## src/rtl/day_indexed_permutation_order_defines.svh

```systemverilog
// ----------------------------------------------------------------------------
// day_indexed_permutation_order_defines
// assertion macros shared by the day indexed permutation order block
// ----------------------------------------------------------------------------
`ifndef DAY_INDEXED_PERMUTATION_ORDER_DEFINES_SVH
`define DAY_INDEXED_PERMUTATION_ORDER_DEFINES_SVH

`ifndef ASSERT_OFF

// antecedent implies consequent in the same cycle
`define DIPO_ASSERT_IMPLY(lbl, clk, rst_n, ante, cons, msg) \
    lbl: assert property (@(posedge clk) disable iff (!rst_n) (ante) |-> (cons)) \
        else $error(msg);

// antecedent implies consequent in the next cycle
`define DIPO_ASSERT_NEXT(lbl, clk, rst_n, ante, cons, msg) \
    lbl: assert property (@(posedge clk) disable iff (!rst_n) (ante) |=> (cons)) \
        else $error(msg);

`else

`define DIPO_ASSERT_IMPLY(lbl, clk, rst_n, ante, cons, msg)
`define DIPO_ASSERT_NEXT(lbl, clk, rst_n, ante, cons, msg)

`endif

`endif

```

## src/rtl/dipo_pkg.sv

```systemverilog
// ----------------------------------------------------------------------------
// dipo_pkg
// types, constants and helper functions of the day indexed permutation order
// ----------------------------------------------------------------------------
package dipo_pkg;

    localparam int unsigned PERM_LEN  = 11;
    localparam int unsigned MAX_SLOTS = 11;
    localparam int unsigned SLOT_W    = 4;
    localparam int unsigned DAY_W     = 16;
    localparam int unsigned TS_W      = 32;
    localparam int unsigned TW        = 26;

    localparam logic [TS_W-1:0]  BASE_TIME_RESET = 32'd1462060800;
    localparam logic [DAY_W-1:0] DAY_MAX         = 16'd49710;

    // seconds per day split into a power of two and an odd factor
    localparam int unsigned SEC_PER_DAY = 60 * 60 * 24;
    localparam int unsigned SEC_SHIFT   = 7;
    localparam int unsigned SEC_ODD     = SEC_PER_DAY >> SEC_SHIFT;
    localparam int unsigned QW          = TS_W - SEC_SHIFT;
    localparam int unsigned DAY_SHIFT   = QW + 10;
    localparam int unsigned MW          = 26;
    localparam int unsigned PW          = QW + MW;
    localparam logic [MW-1:0] DAY_MULT  =
        MW'(((64'd1 << DAY_SHIFT) + 64'(SEC_ODD) - 64'd1) / 64'(SEC_ODD));

    localparam logic [TW-1:0] FACT_TAB [MAX_SLOTS+1] = '{
        26'd1, 26'd1, 26'd2, 26'd6, 26'd24, 26'd120, 26'd720, 26'd5040,
        26'd40320, 26'd362880, 26'd3628800, 26'd39916800
    };

    // rank = day mod PERM_LEN! through a reciprocal multiply
    localparam logic [TW-1:0] FACT_LEN  = FACT_TAB[PERM_LEN];
    localparam int unsigned   MOD_SHIFT = 32;
    localparam logic [31:0]   MOD_MULT  =
        32'(((64'd1 << MOD_SHIFT) + 64'(FACT_LEN) - 64'd1) / 64'(FACT_LEN));

    typedef logic [MAX_SLOTS-1:0][SLOT_W-1:0] dipo_slots_t;
    typedef logic [MAX_SLOTS-1:0][TW-1:0]     dipo_thr_t;

    typedef struct packed {
        logic [DAY_W-1:0] day;
        logic [DAY_W-1:0] rank;
        dipo_slots_t      pool;
        dipo_slots_t      slots;
    } dipo_item_t;

    // digit thresholds j * k! for one position of the factorial number system
    function automatic dipo_thr_t cell_thr(int unsigned k);
        dipo_thr_t thr;
        for (int unsigned j = 0; j < MAX_SLOTS; j++)
        begin
            thr[j] = TW'(j * FACT_TAB[k]);
        end
        return thr;
    endfunction

endpackage

```

## src/rtl/dipo_cell.sv

```systemverilog
// ----------------------------------------------------------------------------
// dipo_cell
// one factorial digit: picks an entry from the pool and passes the rest on
// ----------------------------------------------------------------------------
module dipo_cell
    import dipo_pkg::*;
(
    input  logic                clk,
    input  logic                rst_n,
    input  dipo_thr_t           thr,
    input  logic [SLOT_W-1:0]   last,
    input  logic                up_valid,
    output logic                up_stall,
    input  dipo_item_t          up_item,
    output logic                dn_valid,
    input  logic                dn_stall,
    output dipo_item_t          dn_item
);

    logic                valid_reg;
    dipo_item_t          item_reg;
    dipo_item_t          item_next;
    logic [SLOT_W-1:0]   count;
    logic [SLOT_W-1:0]   pick;
    logic                hold;

    assign hold     = valid_reg & dn_stall;
    assign up_stall = hold;

    always_comb
    begin
        count = '0;
        for (int j = 1; j < MAX_SLOTS; j++)
        begin
            if ({(TW-DAY_W)'(0), up_item.rank} >= thr[j])
            begin
                count = count + SLOT_W'(1);
            end
        end
        pick = (count > last) ? last : count;
    end

    always_comb
    begin
        item_next.day  = up_item.day;
        item_next.rank = up_item.rank - thr[pick][DAY_W-1:0];
        for (int k = 0; k < MAX_SLOTS - 1; k++)
        begin
            item_next.pool[k]  = (SLOT_W'(k) < pick) ? up_item.pool[k] : up_item.pool[k+1];
            item_next.slots[k] = up_item.slots[k+1];
        end
        item_next.pool[MAX_SLOTS-1]  = '0;
        item_next.slots[MAX_SLOTS-1] = up_item.pool[pick];
    end

    always_ff @(posedge clk or negedge rst_n)
    begin
        if (!rst_n)
        begin
            valid_reg <= 1'b0;
        end
        else if (!hold)
        begin
            valid_reg <= up_valid;
        end
    end

    always_ff @(posedge clk)
    begin
        if (!hold && up_valid)
        begin
            item_reg <= item_next;
        end
    end

    assign dn_valid = valid_reg;
    assign dn_item  = item_reg;

endmodule

```

## config.mk

```make
export PLATFORM = sky130hd
export DESIGN_NAME = dipo_cell
export DESIGN_NICKNAME = d
export VERILOG_FILES = /design/src/rtl/day_indexed_permutation_order_defines.svh /design/src/rtl/dipo_pkg.sv /design/src/rtl/dipo_cell.sv
export SDC_FILE = /design/constraint.sdc
export NUM_CORES = 1
export LEC_CHECK = 0
export ABC_AREA = 1
export ABC_CLOCK_PERIOD_IN_PS = 8460
export BUFFER_PORTS_ARGS = -buffer_cell sky130_fd_sc_hd__buf_4
export CAP_MARGIN = 0
export CORE_AREA = 2 2 209 211
export CTS_BUF_LIST = sky130_fd_sc_hd__clkbuf_4
export CTS_CLUSTER_SIZE = 14
export DETAILED_ROUTE_END_ITERATION = 8
export DIE_AREA = 0 0 211 213
export PLACE_DENSITY_LB_ADDON = 0.3
export SLEW_MARGIN = 20
export SYNTH_ARGS = -nofsm -noshare
export SYNTH_HDL_FRONTEND = slang
export SYNTH_SLANG_ARGS = --single-unit
```

## constraint.sdc

```tcl
create_clock -name clk -period 8.46 [get_ports clk]
set_clock_uncertainty 0.2 [all_clocks]
set_input_delay 1.269 -clock clk [delete_from_list [all_inputs] [get_ports clk]]
set_output_delay 1.269 -clock clk [all_outputs]
set_load 0.01 [all_outputs]
```

Word-level counts from Yosys, hierarchy flattened
Cells that the tools add are included.
{"block": "totals", "n_memories": 0, "out_inout_bits": 122, "register_bits": 117, "mem_bits_rw": 0, "mem_bits_ro": 0, "word_cells": 84, "latchBits": 0}
{"block": "classes", "div": 0, "magnitude_cmp": 22, "addsub": 10, "n_shift": 0, "n_mul": 0, "muxes": 25, "bitwise_logic": 1, "eq_ne": 0, "n_reduce_logical": 2}
{"operator": "$ge A16 B26 Y1", "n": 10}
{"operator": "$bmux W26 S4", "n": 1}
{"operator": "$mux W4", "n": 21}
{"operator": "$add A4 B1 Y4 const B", "n": 9}
{"operator": "$bmux W4 S4", "n": 1}
{"operator": "$lt A3 B4 Y1 const A", "n": 4}
{"operator": "$mux W16", "n": 1}
{"operator": "$sub A16 B16 Y16", "n": 1}
{"operator": "$lt A1 B4 Y1 const A", "n": 2}
{"operator": "$lt A2 B4 Y1 const A", "n": 2}
{"operator": "$lt A4 B4 Y1 const A", "n": 2}
{"operator": "$lt A4 B5 Y1 const B", "n": 1}
{"operator": "$gt A4 B4 Y1", "n": 1}
{"operator": "$and A1 B1 Y1", "n": 1}
{"operator": "$logic_and A1 B1 Y1", "n": 1}
{"operator": "$logic_not A1 Y1", "n": 1}
{"operator": "$mux W1", "n": 1}

Logic depth before layout (Yosys ltp)
{"block": "depth", "depth_word": 25, "ltp_mapped": 77, "mapped_depth_nobuf": 77}

Worst setup path before layout
OpenSTA, ideal clock, no wires.
{"block": "synth_path", "kind": "input port to flip-flop", "startpoint": "input up_item[88] (netlist name)", "endpoint": "register item_reg (netlist bit dn_item[103]), data pin", "required_time_ns": 8.008, "path_slack_ns": -2.425, "arrival_ns": 10.433, "n_path_buf": 1, "cell_stages": 71, "setup_time_ns": 0.252, "cell_sequence": "inv_1 ha_1 nor2_1 nor2_1 o21a_1 o21ai_0 nand3_1 a21oi_1 o21ai_0 a31o_2 a21oi_1 inv_1 ha_1 nand4_1 nand2_2 ha_1 nand2_1 nand2_1 [... 35 more ...] and2_1 inv_1 a21oi_1 o21bai_1 a21o_1 a21o_1 nand2_1 nand2_1 a21oi_1 inv_1 a21oi_1 o21ai_0 a21oi_1 o21bai_1 xor2_1 inv_1 nand2_1 nand2_1"}
{"item": "from (decl)", "line": "dipo_cell.sv:14", "rtl": "input dipo_item_t up_item,"}
{"item": "to (signal assigned)", "line": "dipo_cell.sv:72", "rtl": "item_reg <= item_next;"}
{"item": "to (decl)", "line": "dipo_cell.sv:21", "rtl": "dipo_item_t item_reg;"}

==> flow_summary_export.csv <==
group,metric,value,unit
timing,fin_tns_setup,-56530,ps
global_route,grtUsageMet2,47.6,%
final_layout,final_core_util,49.7,%
synth,seq_area_frac_synth,27.7,%
floorplan,die_area,44900,µm²
timing,layout_setup_ws,-2130,ps
detailed_routing,drt_iter0_markers,936,
global_route,globalRouteTotalUtil,26.3,%
floorplan,io_pins,536,
global_route,antenna_found_initial,5,
global_route,grt_first_pass_wirelength,87500,µm
global_route,grt_pass1_vias,15000,
clocking,cts_tree,"done",
timing,slew_violations,0,
clocking,clock_latency,570,ps
timing,fin_crit,10590,ps
placed_design,placed_cells,3030,
worst_setup_path,cp-start-kind,"input port",
timing,worst_pin_slew,1010,ps
floorplan,initial_core_util,29.6,%
final_layout,fin_nets,3173,
synth,syn_inst,1727,
synth,syn_avg_cell_area,7.33,µm²
synth,synth_common_cells,"nand2_1, inv_1, ha_1",
final_layout,finalInstanceArea,21200,µm²
worst_setup_path,required,8600,ps
detailed_routing,antenna_left,0,
final_layout,nFillCells,4217,
synth,yosys.cell_types.count,52,
timing,grt_setup_unrepaired,"true",
synth,async_flop_share,0.855,%
placed_design,io_buffers,517,
timing,clock.fmax,94.5,MHz
final_layout,drive_gt1_share,42.3,%
synth,synthTopCellsByArea,"edfxtp_1, ha_1, nand2_1",
status,violations,"setup timing",
synth,netlist.area_leader.share,27.5,%
global_route,busiest_layer,"met2",
synth,ys_ff_latch,117,
pwr,pwr_density_cell,95.7,nW/µm²
worst_setup_path,path_common_cell,"buf_6",
worst_setup_path,critPathKind,"in -> reg",
timing,hold_viol,0,
flow_run,cap_violations,0,
clocking,cts_max_level,4,
worst_setup_path,worstPathMaxFanout,8,
placed_design,hpwl,52700,µm
placed_design,placed_area,19200,µm²
floorplan,die_h,213,µm
global_route,grt_max_degree,75,
worst_setup_path,crit_family,"buffers and inverters",
worst_setup_path,crit_slowest_cell,"ha_4",
synth,yosysTopAreaCell,"edfxtp_1",
pwr,finalPower,2.03,mW
pwr,p_leak,11.0,nW
detailed_routing,drc_errors,0,
worst_setup_path,cp-end-kind,"flip-flop",
detailed_routing,wl_per_cell,19.8,µm
timing,whs,248,ps
detailed_routing,firstDrtPassIters,5,
floorplan,die_x,211,µm
floorplan,placeableCoreArea,42700,µm²
detailed_routing,wl,62100,µm
status,status,"finished with violations",
clocking,cts_root_buffer,"clkbuf_4",
final_layout,area_delta_synth_final,67.6,%
synth,synth_most_common_cell,"nand2_1",
synth,ys_warn_count,0,
timing,period_share,125,%
global_route,grt-ovfl-total,0,
clocking,cts_buffers,17,
worst_setup_path,worstPathArrival,10730,ps
placed_design,post-place-ws,-3190,ps
worst_setup_path,cp_num_buf_inv,34,
detailed_routing,viasPerCell,4.90,
pwr,max-vdd-ir-drop,0.0637,mV
global_route,met1_usage,31.5,%
detailed_routing,via_count,15300,
placed_design,place_congestion,1.01,
synth,synthFlopType,"edfxtp_1",
final_layout,final_cells,3134,
synth,synth-edff-count,116,
synth,synth_area,12700,µm²
worst_setup_path,max_stage_delay,290,ps
timing,max_slew_margin,32.8,%
timing,setup_violations,46,
clocking,clkTransAtPathRegs,130,ps
floorplan,core.rowCount,76,
clocking,clock_path_buffers,2,
global_route,grtUsageMet3,4.06,%
clocking,cts.sinks,117,
worst_hold_path,hold_class,"in -> async",
[repair_timing]
action,in CTS,in global routing
resized for setup,63,172
hold buffers,0,0
endpoints found under the setup margin,60,60
cloned,2,2
endpoints found under the hold margin,0,0
pin swaps,57,83
setup buffers,18,49
[flip-flops by register name (all words and copies together) (netlist names)]
| name | cells |
|---|---|
| dn_item | 116 |
| dn_valid | 1 |
[area by class of cell]
| type | count | area (µm²) | area share [%] |
|---|---|---|---|
| multi-input combinational | 1278 | 8710 | 41.1 |
| clock buffer | 17 | 128 | 0.602 |
| sequential | 117 | 3510 | 16.5 |
| antenna | 5 | 12.5 | 0.0590 |
| tap | 546 | 683 | 3.22 |
| clock inverter | 15 | 159 | 0.749 |
| inverter | 298 | 1150 | 5.43 |
| timing repair buffer | 858 | 6850 | 32.3 |
[report_power, final]
group / switching (mW) / internal [mW]
registers: 0.0131 / 0.692
clock network: 0.271 / 0.159
logic: 0.451 / 0.443
[routing by layer]
layer | up-vias | wire length, µm
met1 | 7085 | 24700
li1 | 7522 | -
met5 | - | 0
met4 | 0 | 2150
met2 | 628 | 31100
met3 | 113 | 4200
[cell families after synthesis]
kind of cell / count (synthesis) / share of synthesized area (%)
other: 1 / 0.0296
buffers and inverters: 335 / 10.9
AOI/OAI and AO/OA: 301 / 14.7
xor gates and xnor gates: 17 / 1.18
and+or+nand+nor: 767 / 26.8
adders and majority gates: 189 / 18.8
DFF: 117 / 27.7
[worst paths after layout]
check	startpoint	end	slack [ps]	cells past startpoint
min in group clk	dn_valid	dn_valid	340	2
setup reg to reg	dn_valid	dn_item[43]	5640	5
max in group asynchronous	rst_n	dn_valid	7730	1
hold / removal	rst_n	dn_valid	250	1
setup / recovery	up_item[88]	dn_item[60]	-2130	77
hold reg to reg	dn_valid	dn_valid	340	2
[cell usage in the layout (no fill, tap or decap), types with 18 or more instances in the layout]
| cell | instances |
|---|---|
| nand2_2 | 25 |
| nor2_1 | 97 |
| buf_6 | 42 |
| nor4_1 | 21 |
| o21ai_1 | 51 |
| o211ai_1 | 62 |
| ha_1 | 171 |
| a21oi_1 | 83 |
| inv_1 | 277 |
| a21oi_2 | 18 |
| nand2_1 | 406 |
| buf_4 | 797 |
| nand4_1 | 21 |
| edfxtp_1 | 116 |
| nand3_1 | 96 |
(Power assumes the default switching activity.)
