`src/rtl/day_indexed_permutation_order_defines.svh`:
```
// ----------------------------------------------------------------------------
// day_indexed_permutation_order_defines
// assertion macros shared by the day indexed permutation order block
// ----------------------------------------------------------------------------
`ifndef DAY_INDEXED_PERMUTATION_ORDER_DEFINES_SVH
`define DAY_INDEXED_PERMUTATION_ORDER_DEFINES_SVH

`ifndef ASSERT_OFF

// antecedent implies consequent in the same cycle
`define DIPO_ASSERT_IMPLY(lbl, clk, rst_n, ante, cons, msg) \
    lbl: assert property (@(posedge clk) disable iff (!rst_n) (ante) |-> (cons)) \
        else $error(msg);

// antecedent implies consequent in the next cycle
`define DIPO_ASSERT_NEXT(lbl, clk, rst_n, ante, cons, msg) \
    lbl: assert property (@(posedge clk) disable iff (!rst_n) (ante) |=> (cons)) \
        else $error(msg);

`else

`define DIPO_ASSERT_IMPLY(lbl, clk, rst_n, ante, cons, msg)
`define DIPO_ASSERT_NEXT(lbl, clk, rst_n, ante, cons, msg)

`endif

`endif

```
`src/rtl/dipo_pkg.sv`:
```
// ----------------------------------------------------------------------------
// dipo_pkg
// types, constants and helper functions of the day indexed permutation order
// ----------------------------------------------------------------------------
package dipo_pkg;

    localparam int unsigned PERM_LEN  = 11;
    localparam int unsigned MAX_SLOTS = 11;
    localparam int unsigned SLOT_W    = 4;
    localparam int unsigned DAY_W     = 16;
    localparam int unsigned TS_W      = 32;
    localparam int unsigned TW        = 26;

    localparam logic [TS_W-1:0]  BASE_TIME_RESET = 32'd1462060800;
    localparam logic [DAY_W-1:0] DAY_MAX         = 16'd49710;

    // seconds per day split into a power of two and an odd factor
    localparam int unsigned SEC_PER_DAY = 60 * 60 * 24;
    localparam int unsigned SEC_SHIFT   = 7;
    localparam int unsigned SEC_ODD     = SEC_PER_DAY >> SEC_SHIFT;
    localparam int unsigned QW          = TS_W - SEC_SHIFT;
    localparam int unsigned DAY_SHIFT   = QW + 10;
    localparam int unsigned MW          = 26;
    localparam int unsigned PW          = QW + MW;
    localparam logic [MW-1:0] DAY_MULT  =
        MW'(((64'd1 << DAY_SHIFT) + 64'(SEC_ODD) - 64'd1) / 64'(SEC_ODD));

    localparam logic [TW-1:0] FACT_TAB [MAX_SLOTS+1] = '{
        26'd1, 26'd1, 26'd2, 26'd6, 26'd24, 26'd120, 26'd720, 26'd5040,
        26'd40320, 26'd362880, 26'd3628800, 26'd39916800
    };

    // rank = day mod PERM_LEN! through a reciprocal multiply
    localparam logic [TW-1:0] FACT_LEN  = FACT_TAB[PERM_LEN];
    localparam int unsigned   MOD_SHIFT = 32;
    localparam logic [31:0]   MOD_MULT  =
        32'(((64'd1 << MOD_SHIFT) + 64'(FACT_LEN) - 64'd1) / 64'(FACT_LEN));

    typedef logic [MAX_SLOTS-1:0][SLOT_W-1:0] dipo_slots_t;
    typedef logic [MAX_SLOTS-1:0][TW-1:0]     dipo_thr_t;

    typedef struct packed {
        logic [DAY_W-1:0] day;
        logic [DAY_W-1:0] rank;
        dipo_slots_t      pool;
        dipo_slots_t      slots;
    } dipo_item_t;

    // digit thresholds j * k! for one position of the factorial number system
    function automatic dipo_thr_t cell_thr(int unsigned k);
        dipo_thr_t thr;
        for (int unsigned j = 0; j < MAX_SLOTS; j++)
        begin
            thr[j] = TW'(j * FACT_TAB[k]);
        end
        return thr;
    endfunction

endpackage

```
`src/rtl/dipo_front.sv`:
```
// ----------------------------------------------------------------------------
// dipo_front
// day number by reciprocal multiply, then rank reduction modulo PERM_LEN!
// ----------------------------------------------------------------------------
module dipo_front
    import dipo_pkg::*;
(
    input  logic             clk,
    input  logic             rst_n,
    input  logic [TS_W-1:0]  start_epoch,
    input  logic             in_valid,
    output logic             in_stall,
    input  logic [TS_W-1:0]  timestamp,
    output logic             item_valid,
    input  logic             item_stall,
    output dipo_item_t       item
);

    logic [3:0]             valid_reg;
    logic [4:0]             hold;
    logic [QW-1:0]          diff_reg;
    logic [DAY_W-1:0]       day2_reg;
    logic [DAY_W-1:0]       day3_reg;
    logic [DAY_W-1:0]       quot_reg;
    logic [DAY_W-1:0]       day4_reg;
    logic [DAY_W-1:0]       rank_reg;
    logic [TS_W-1:0]        diff_next;
    logic [PW-1:0]          day_prod;
    logic [DAY_W+31:0]      mod_prod;
    logic [DAY_W+TW-1:0]    sub_prod;

    always_comb
    begin
        hold[4] = item_stall;
        for (int k = 3; k >= 0; k--)
        begin
            hold[k] = valid_reg[k] & hold[k+1];
        end
    end

    assign in_stall  = hold[0];
    assign diff_next = timestamp - start_epoch;
    assign day_prod  = PW'(diff_reg) * PW'(DAY_MULT);
    assign mod_prod  = (DAY_W+32)'(day2_reg) * (DAY_W+32)'(MOD_MULT);
    assign sub_prod  = (DAY_W+TW)'(quot_reg) * (DAY_W+TW)'(FACT_LEN);

    always_ff @(posedge clk or negedge rst_n)
    begin
        if (!rst_n)
        begin
            valid_reg <= '0;
        end
        else
        begin
            if (!hold[0]) valid_reg[0] <= in_valid;
            for (int k = 1; k < 4; k++)
            begin
                if (!hold[k]) valid_reg[k] <= valid_reg[k-1];
            end
        end
    end

    always_ff @(posedge clk)
    begin
        if (!hold[0] && in_valid)
        begin
            diff_reg <= diff_next[TS_W-1:SEC_SHIFT];
        end
        if (!hold[1] && valid_reg[0])
        begin
            day2_reg <= day_prod[DAY_SHIFT +: DAY_W];
        end
        if (!hold[2] && valid_reg[1])
        begin
            day3_reg <= day2_reg;
            quot_reg <= mod_prod[MOD_SHIFT +: DAY_W];
        end
        if (!hold[3] && valid_reg[2])
        begin
            day4_reg <= day3_reg;
            rank_reg <= day3_reg - sub_prod[DAY_W-1:0];
        end
    end

    always_comb
    begin
        item.day   = day4_reg;
        item.rank  = rank_reg;
        item.slots = '0;
        for (int k = 0; k < MAX_SLOTS; k++)
        begin
            item.pool[k] = SLOT_W'(k);
        end
    end

    assign item_valid = valid_reg[3];

endmodule

```
`config.mk`:
```
export PLATFORM = sky130hd
export DESIGN_NAME = dipo_front
export DESIGN_NICKNAME = d
export VERILOG_FILES = /design/src/rtl/day_indexed_permutation_order_defines.svh /design/src/rtl/dipo_pkg.sv /design/src/rtl/dipo_front.sv
export SDC_FILE = /design/constraint.sdc
export NUM_CORES = 1
export LEC_CHECK = 0
export BUFFER_PORTS_ARGS = -buffer_cell sky130_fd_sc_hd__buf_2
export CAP_MARGIN = 20
export CORE_UTILIZATION = 49
export CTS_CLUSTER_SIZE = 20
export DETAILED_ROUTE_END_ITERATION = 6
export PLACE_DENSITY_LB_ADDON = 0.15
export SLEW_MARGIN = 40
export SYNTH_ARGS = -nofsm -noshare
export SYNTH_HDL_FRONTEND = slang
export SYNTH_SLANG_ARGS = --single-unit
export TNS_END_PERCENT = 50
```
`constraint.sdc`:
```
create_clock -name clk -period 6.6 [get_ports clk]
set_input_delay 0.66 -clock clk [delete_from_list [all_inputs] [get_ports clk]]
set_output_delay 0.66 -clock clk [all_outputs]
set_load 0.005 [all_outputs]
```
## After elaboration in Yosys (flattened, before gate mapping)

Index checks and enable logic that the tools add are counted.

| word-level totals | value |
|---|---|
| bits in registers | 77 |
| input port bits | 68 |
| output and inout bits | 122 |
| word-level logic and storage cells | 22 |

| operators by class | value |
|---|---|
| add/subtract/negate cells | 1 |
| multiply operators | 1 |
| bitwise gates (word level) | 4 |
| reductions and logical operators | 8 |

Operators with widths:

| operator | number |
|---|---|
| 25-bit by 26-bit multiplier with 51-bit output, second input constant | 1 |
| 32-bit subtractor | 1 |
| 1-bit AND | 4 |
| 1-bit logical AND | 4 |
| 1-bit zero test | 4 |

## Longest topological paths before layout

| depth | value |
|---|---|
| depth after elaboration | 6 |
| depth in mapped cells | 25 |

## Least setup slack after synthesis

OpenSTA, ideal clock, no wires.

| path | value |
|---|---|
| path kind | reg-to-reg |
| start point | register diff_reg[13] |
| end point | register day2_reg[4], data pin |
| library setup time | 260 ps |
| arrival | 5854 ps |
| data required time | 6340 ps |
| path slack | 487 ps |
| stages on the path, launching flop included | 22 |
| path buffers | 0 |
| path through | edfxtp_1 -> fa_1 -> inv_1 -> fa_1 -> inv_1 -> ha_1 -> fa_1 -> fa_1 -> fa_1 -> inv_1 -> fa_1 -> inv_1 -> ha_1 -> a21o_1 -> a211o_1 -> o21ai_1 -> o211ai_1 -> a221oi_2 -> nand2_2 -> a311o_2 -> a21oi_2 -> xnor2_1 |

| between the ends | value |
|---|---|
| longest elaborated chain between the ends | 1 |

RTL lines:

| element | line | RTL |
|---|---|---|
| from (decl) | dipo_front.sv:21 | `logic [QW-1:0] diff_reg;` |
| from (signal assigned) | dipo_front.sv:67 | `diff_reg <= diff_next[TS_W-1:SEC_SHIFT];` |
| 25-bit by 26-bit multiplier with 51-bit output | dipo_front.sv:43 | `assign day_prod = PW'(diff_reg) * PW'(DAY_MULT);` |
| via day_prod[39] | dipo_front.sv:28 | `logic [PW-1:0] day_prod;` |
| to (signal assigned) | dipo_front.sv:71 | `day2_reg <= day_prod[DAY_SHIFT +: DAY_W];` |
| to (decl) | dipo_front.sv:22 | `logic [DAY_W-1:0] day2_reg;` |

The timed path passes the listed nets, and every way through them passes these cells.
A chain may end at the register's enable or synchronous reset.

## Worst setup path in the final report

| path | value |
|---|---|
| start point | register diff_reg[5] |
| end point | register day2_reg[15], data pin |

The elaborated chain is that of the path after synthesis.

==> qor.txt <==
status: finished, final reports clean
Root Buffer: clkbuf_16
unrepaired setup endpoints after global routing: no
CP max stage cell: fa_1
Multi-input gate area: 9829 um^2
Die X: 171.0 um
path category of the worst min-delay check: input pin to asynchronous set/reset pin
initial antenna violation count: 0
buffers and inverters on the worst path: 5
Worst slew margin: 0.5216
clock tree buffer depth: 2
die area: 29250 um^2
Final Hold Viols: 0
# hold bufs at CTS: 0
synthesized instance count: 1355
initial DRC count: 311
max reg flops: 25
number of synthesized register bits: 77
final setup TNS: 0 ns
first-pass GRT wire length: 45730 um
n_diodes: 0
DRC viols: 0
peak per-stage delay on the critical path: 0.53 ns
distinct cell type count of the synthesized netlist: 55
gr ovfl total: 0
fmax: 157.2 MHz
clock skew: 0.01832 ns
DIE HEIGHT: 171.0 um
Critical Path Start Type: flip-flop
final setup margin: 0.2389 ns
CP Max Fanout: 5
Post-DRT Antenna Nets: 0
Seq/Total Area, Yosys: 0.1637
Period Utilization, post-route: 0.9638
Crit Path Category: flip-flop to flip-flop
commonest non-fill, non-tap cells in the layout: inv_1, ha_1, fa_1
Worst Tran Pin Value: 0.7176 ns
EDFF count, synth: 73
Critical Path Sink Type: flip-flop
Worst Path Required: 6.71 ns
FFs w/ async S/R, synth: 0.05195
pre-CTS setup slack: 0.05929 ns
Port Buffers: 101
largest net degree at the start of global routing: 26
CP Data Arrival Time: 6.47 ns
commonest non-fill, non-tap cell in the layout: inv_1
Sequential Area: 2292 um^2
top_reg_cell synth: edfxtp_1
Wirelength per Cell: 15.03 um
fin. max-slew vios: 0
CP Cell Sequence: buf_4 -> ha_1 -> inv_1 -> fa_1 -> fa_1 -> fa_1 -> fa_1 -> fa_1 -> inv_1 -> fa_1 -> ha_1 -> nand4_1 -> nor3_2 -> buf_4 -> nand4_1 -> o221ai_1 -> a21oi_2 -> buf_4 -> o31a_1 -> a21oi_1 -> a21oi_1 -> xnor2_1
Filler cells: 2509
Cell Rows: 61
Clock transition at path regs: 0.07 ns
synth-to-layout area growth: 8.928%
vias in the first global route: 9016
Initial Util: 0.5012
IO Count: 190
Max-Cap Viols: 0
Yosys warning count: 0
CORE AREA: 27930 um^2
number of H-tree levels: 3
Netlist Area Pre-Place: 14000 um^2
DRT Pass-1 Iters: 5
Final #Nets: 2069
gr usage total: 0.2065
Num CTS Buffers: 9
DP HPWL: 25420 um
Vias/cell: 4.745
WL final: 28360 um
Top cell by count, worst path: fa_1
vias: 8950
Worst path top cell family by delay: adder cells
CTS tree: done
RePlAce Congestion: 0.8980
min Tclk post-route: 6.361 ns
CTS Sinks: 77
share of layout cells above drive strength 1: 0.1267
Mean Syn Cell Area: 10.33 um^2
latest clock arrival within the worst-skew pair: 0.36 ns
Setup violations, final: 0
-- final timing paths --
path,startpoint,end,slack (ns),cells after the start
worst max-delay path,diff_reg[5],day2_reg[15],0.24,22
worst min-delay path,rst_n,valid_reg[3],0.1,1
worst max register to register,diff_reg[5],day2_reg[15],0.24,22
worst min register to register,day3_reg[7],day4_reg[7],0.41,0
max in group asynchronous,rst_n,valid_reg[0],6.38,1
min in group clk,day3_reg[7],day4_reg[7],0.41,0
-- kinds of logic (layout without fill, tap and decap cells) --
| family | after synthesis | count (layout) | synth area share |
|---|---|---|---|
| buf+inv | 490 | 557 | 0.1593 |
| simple gates | 101 | 101 | 0.03915 |
| compound gates | 143 | 143 | 0.06819 |
| other cells | 2 | 88 | 0.0005364 |
| xor+xnor | 44 | 44 | 0.02753 |
| flops | 77 | 77 | 0.1637 |
| fa+ha+maj | 498 | 498 | 0.5416 |
-- synthesized netlist by cell type (2+ instances only) --
| cell type | number | area share |
|---|---|---|
| nand2_2 | 2 | 0.00089 |
| or3_1 | 5 | 0.0022 |
| dfrtp_1 | 4 | 0.0072 |
| conb_1 | 2 | 0.00054 |
| a21oi_1 | 50 | 0.018 |
| edfxtp_1 | 73 | 0.16 |
| a41oi_1 | 3 | 0.0019 |
| xor2_1 | 19 | 0.012 |
| nor3_1 | 6 | 0.0021 |
| nand2_1 | 17 | 0.0046 |
| o21ai_1 | 7 | 0.0025 |
| nand3_1 | 9 | 0.0032 |
| nand2b_1 | 3 | 0.0013 |
| fa_1 | 180 | 0.26 |
| o22ai_1 | 2 | 0.00089 |
| o21bai_1 | 5 | 0.0027 |
| o211ai_1 | 4 | 0.0021 |
| and3_1 | 7 | 0.0031 |
| a21o_2 | 3 | 0.0019 |
| nor4_1 | 2 | 0.00089 |
| a21o_1 | 31 | 0.017 |
| and2_1 | 5 | 0.0022 |
| ha_1 | 318 | 0.28 |
| o21a_1 | 4 | 0.0021 |
| a211oi_1 | 5 | 0.0027 |
| inv_1 | 386 | 0.10 |
| xnor2_1 | 25 | 0.016 |
| nor2b_1 | 6 | 0.0027 |
| nor2_1 | 19 | 0.0051 |
| nand4_1 | 14 | 0.0063 |
| buf_4 | 104 | 0.056 |
| o21ai_0 | 11 | 0.0039 |
| a21oi_2 | 2 | 0.0013 |
-- routing by layer --
layer  vias to the layer above  share of wire  global-route usage  wire [um]
met5                         -              0                   0          0
met4                         0          0.026             0.05939        735
met3                        38          0.046             0.02845       1306
met2                       263           0.45              0.3383      12860
met1                      4227           0.47              0.2845      13450
li1                       4422              -                   -          -
-- cell type report --
type                    instances  area share
clock buffers                   9     0.01477
clock inverters                 7    0.004102
inverters                     386     0.09501
multi-input cells             874      0.6446
flip-flops and latches         77      0.1503
well taps                     378     0.03101
repair buffers                155     0.06022
-- repair_timing --
item                                    4_1_cts  5_1_grt
gates resized for setup                       0        9
setup buffers                                 0       16
endpoints found under the setup margin        0        9
-- stage by stage --
step / util / instance area, um^2 / cells / hold WS, ns
2_1_floorplan: - / 14320 / 1441 / 0.3644
3_3_place_gp: 0.5300 / 14810 / 1854 / 0.4009
3_5_place_dp: 0.5300 / 14810 / 1854 / 0.4045
4_1_cts: 0.5403 / 15090 / 1870 / 0.08520
5_1_grt: 0.5459 / 15250 / 1886 / 0.08323
6_report: 0.5459 / 15250 / 1886 / 0.09885
Power is not shown: default switching activity piles up to over one toggle a cycle in this logic, so the estimate is an artifact.
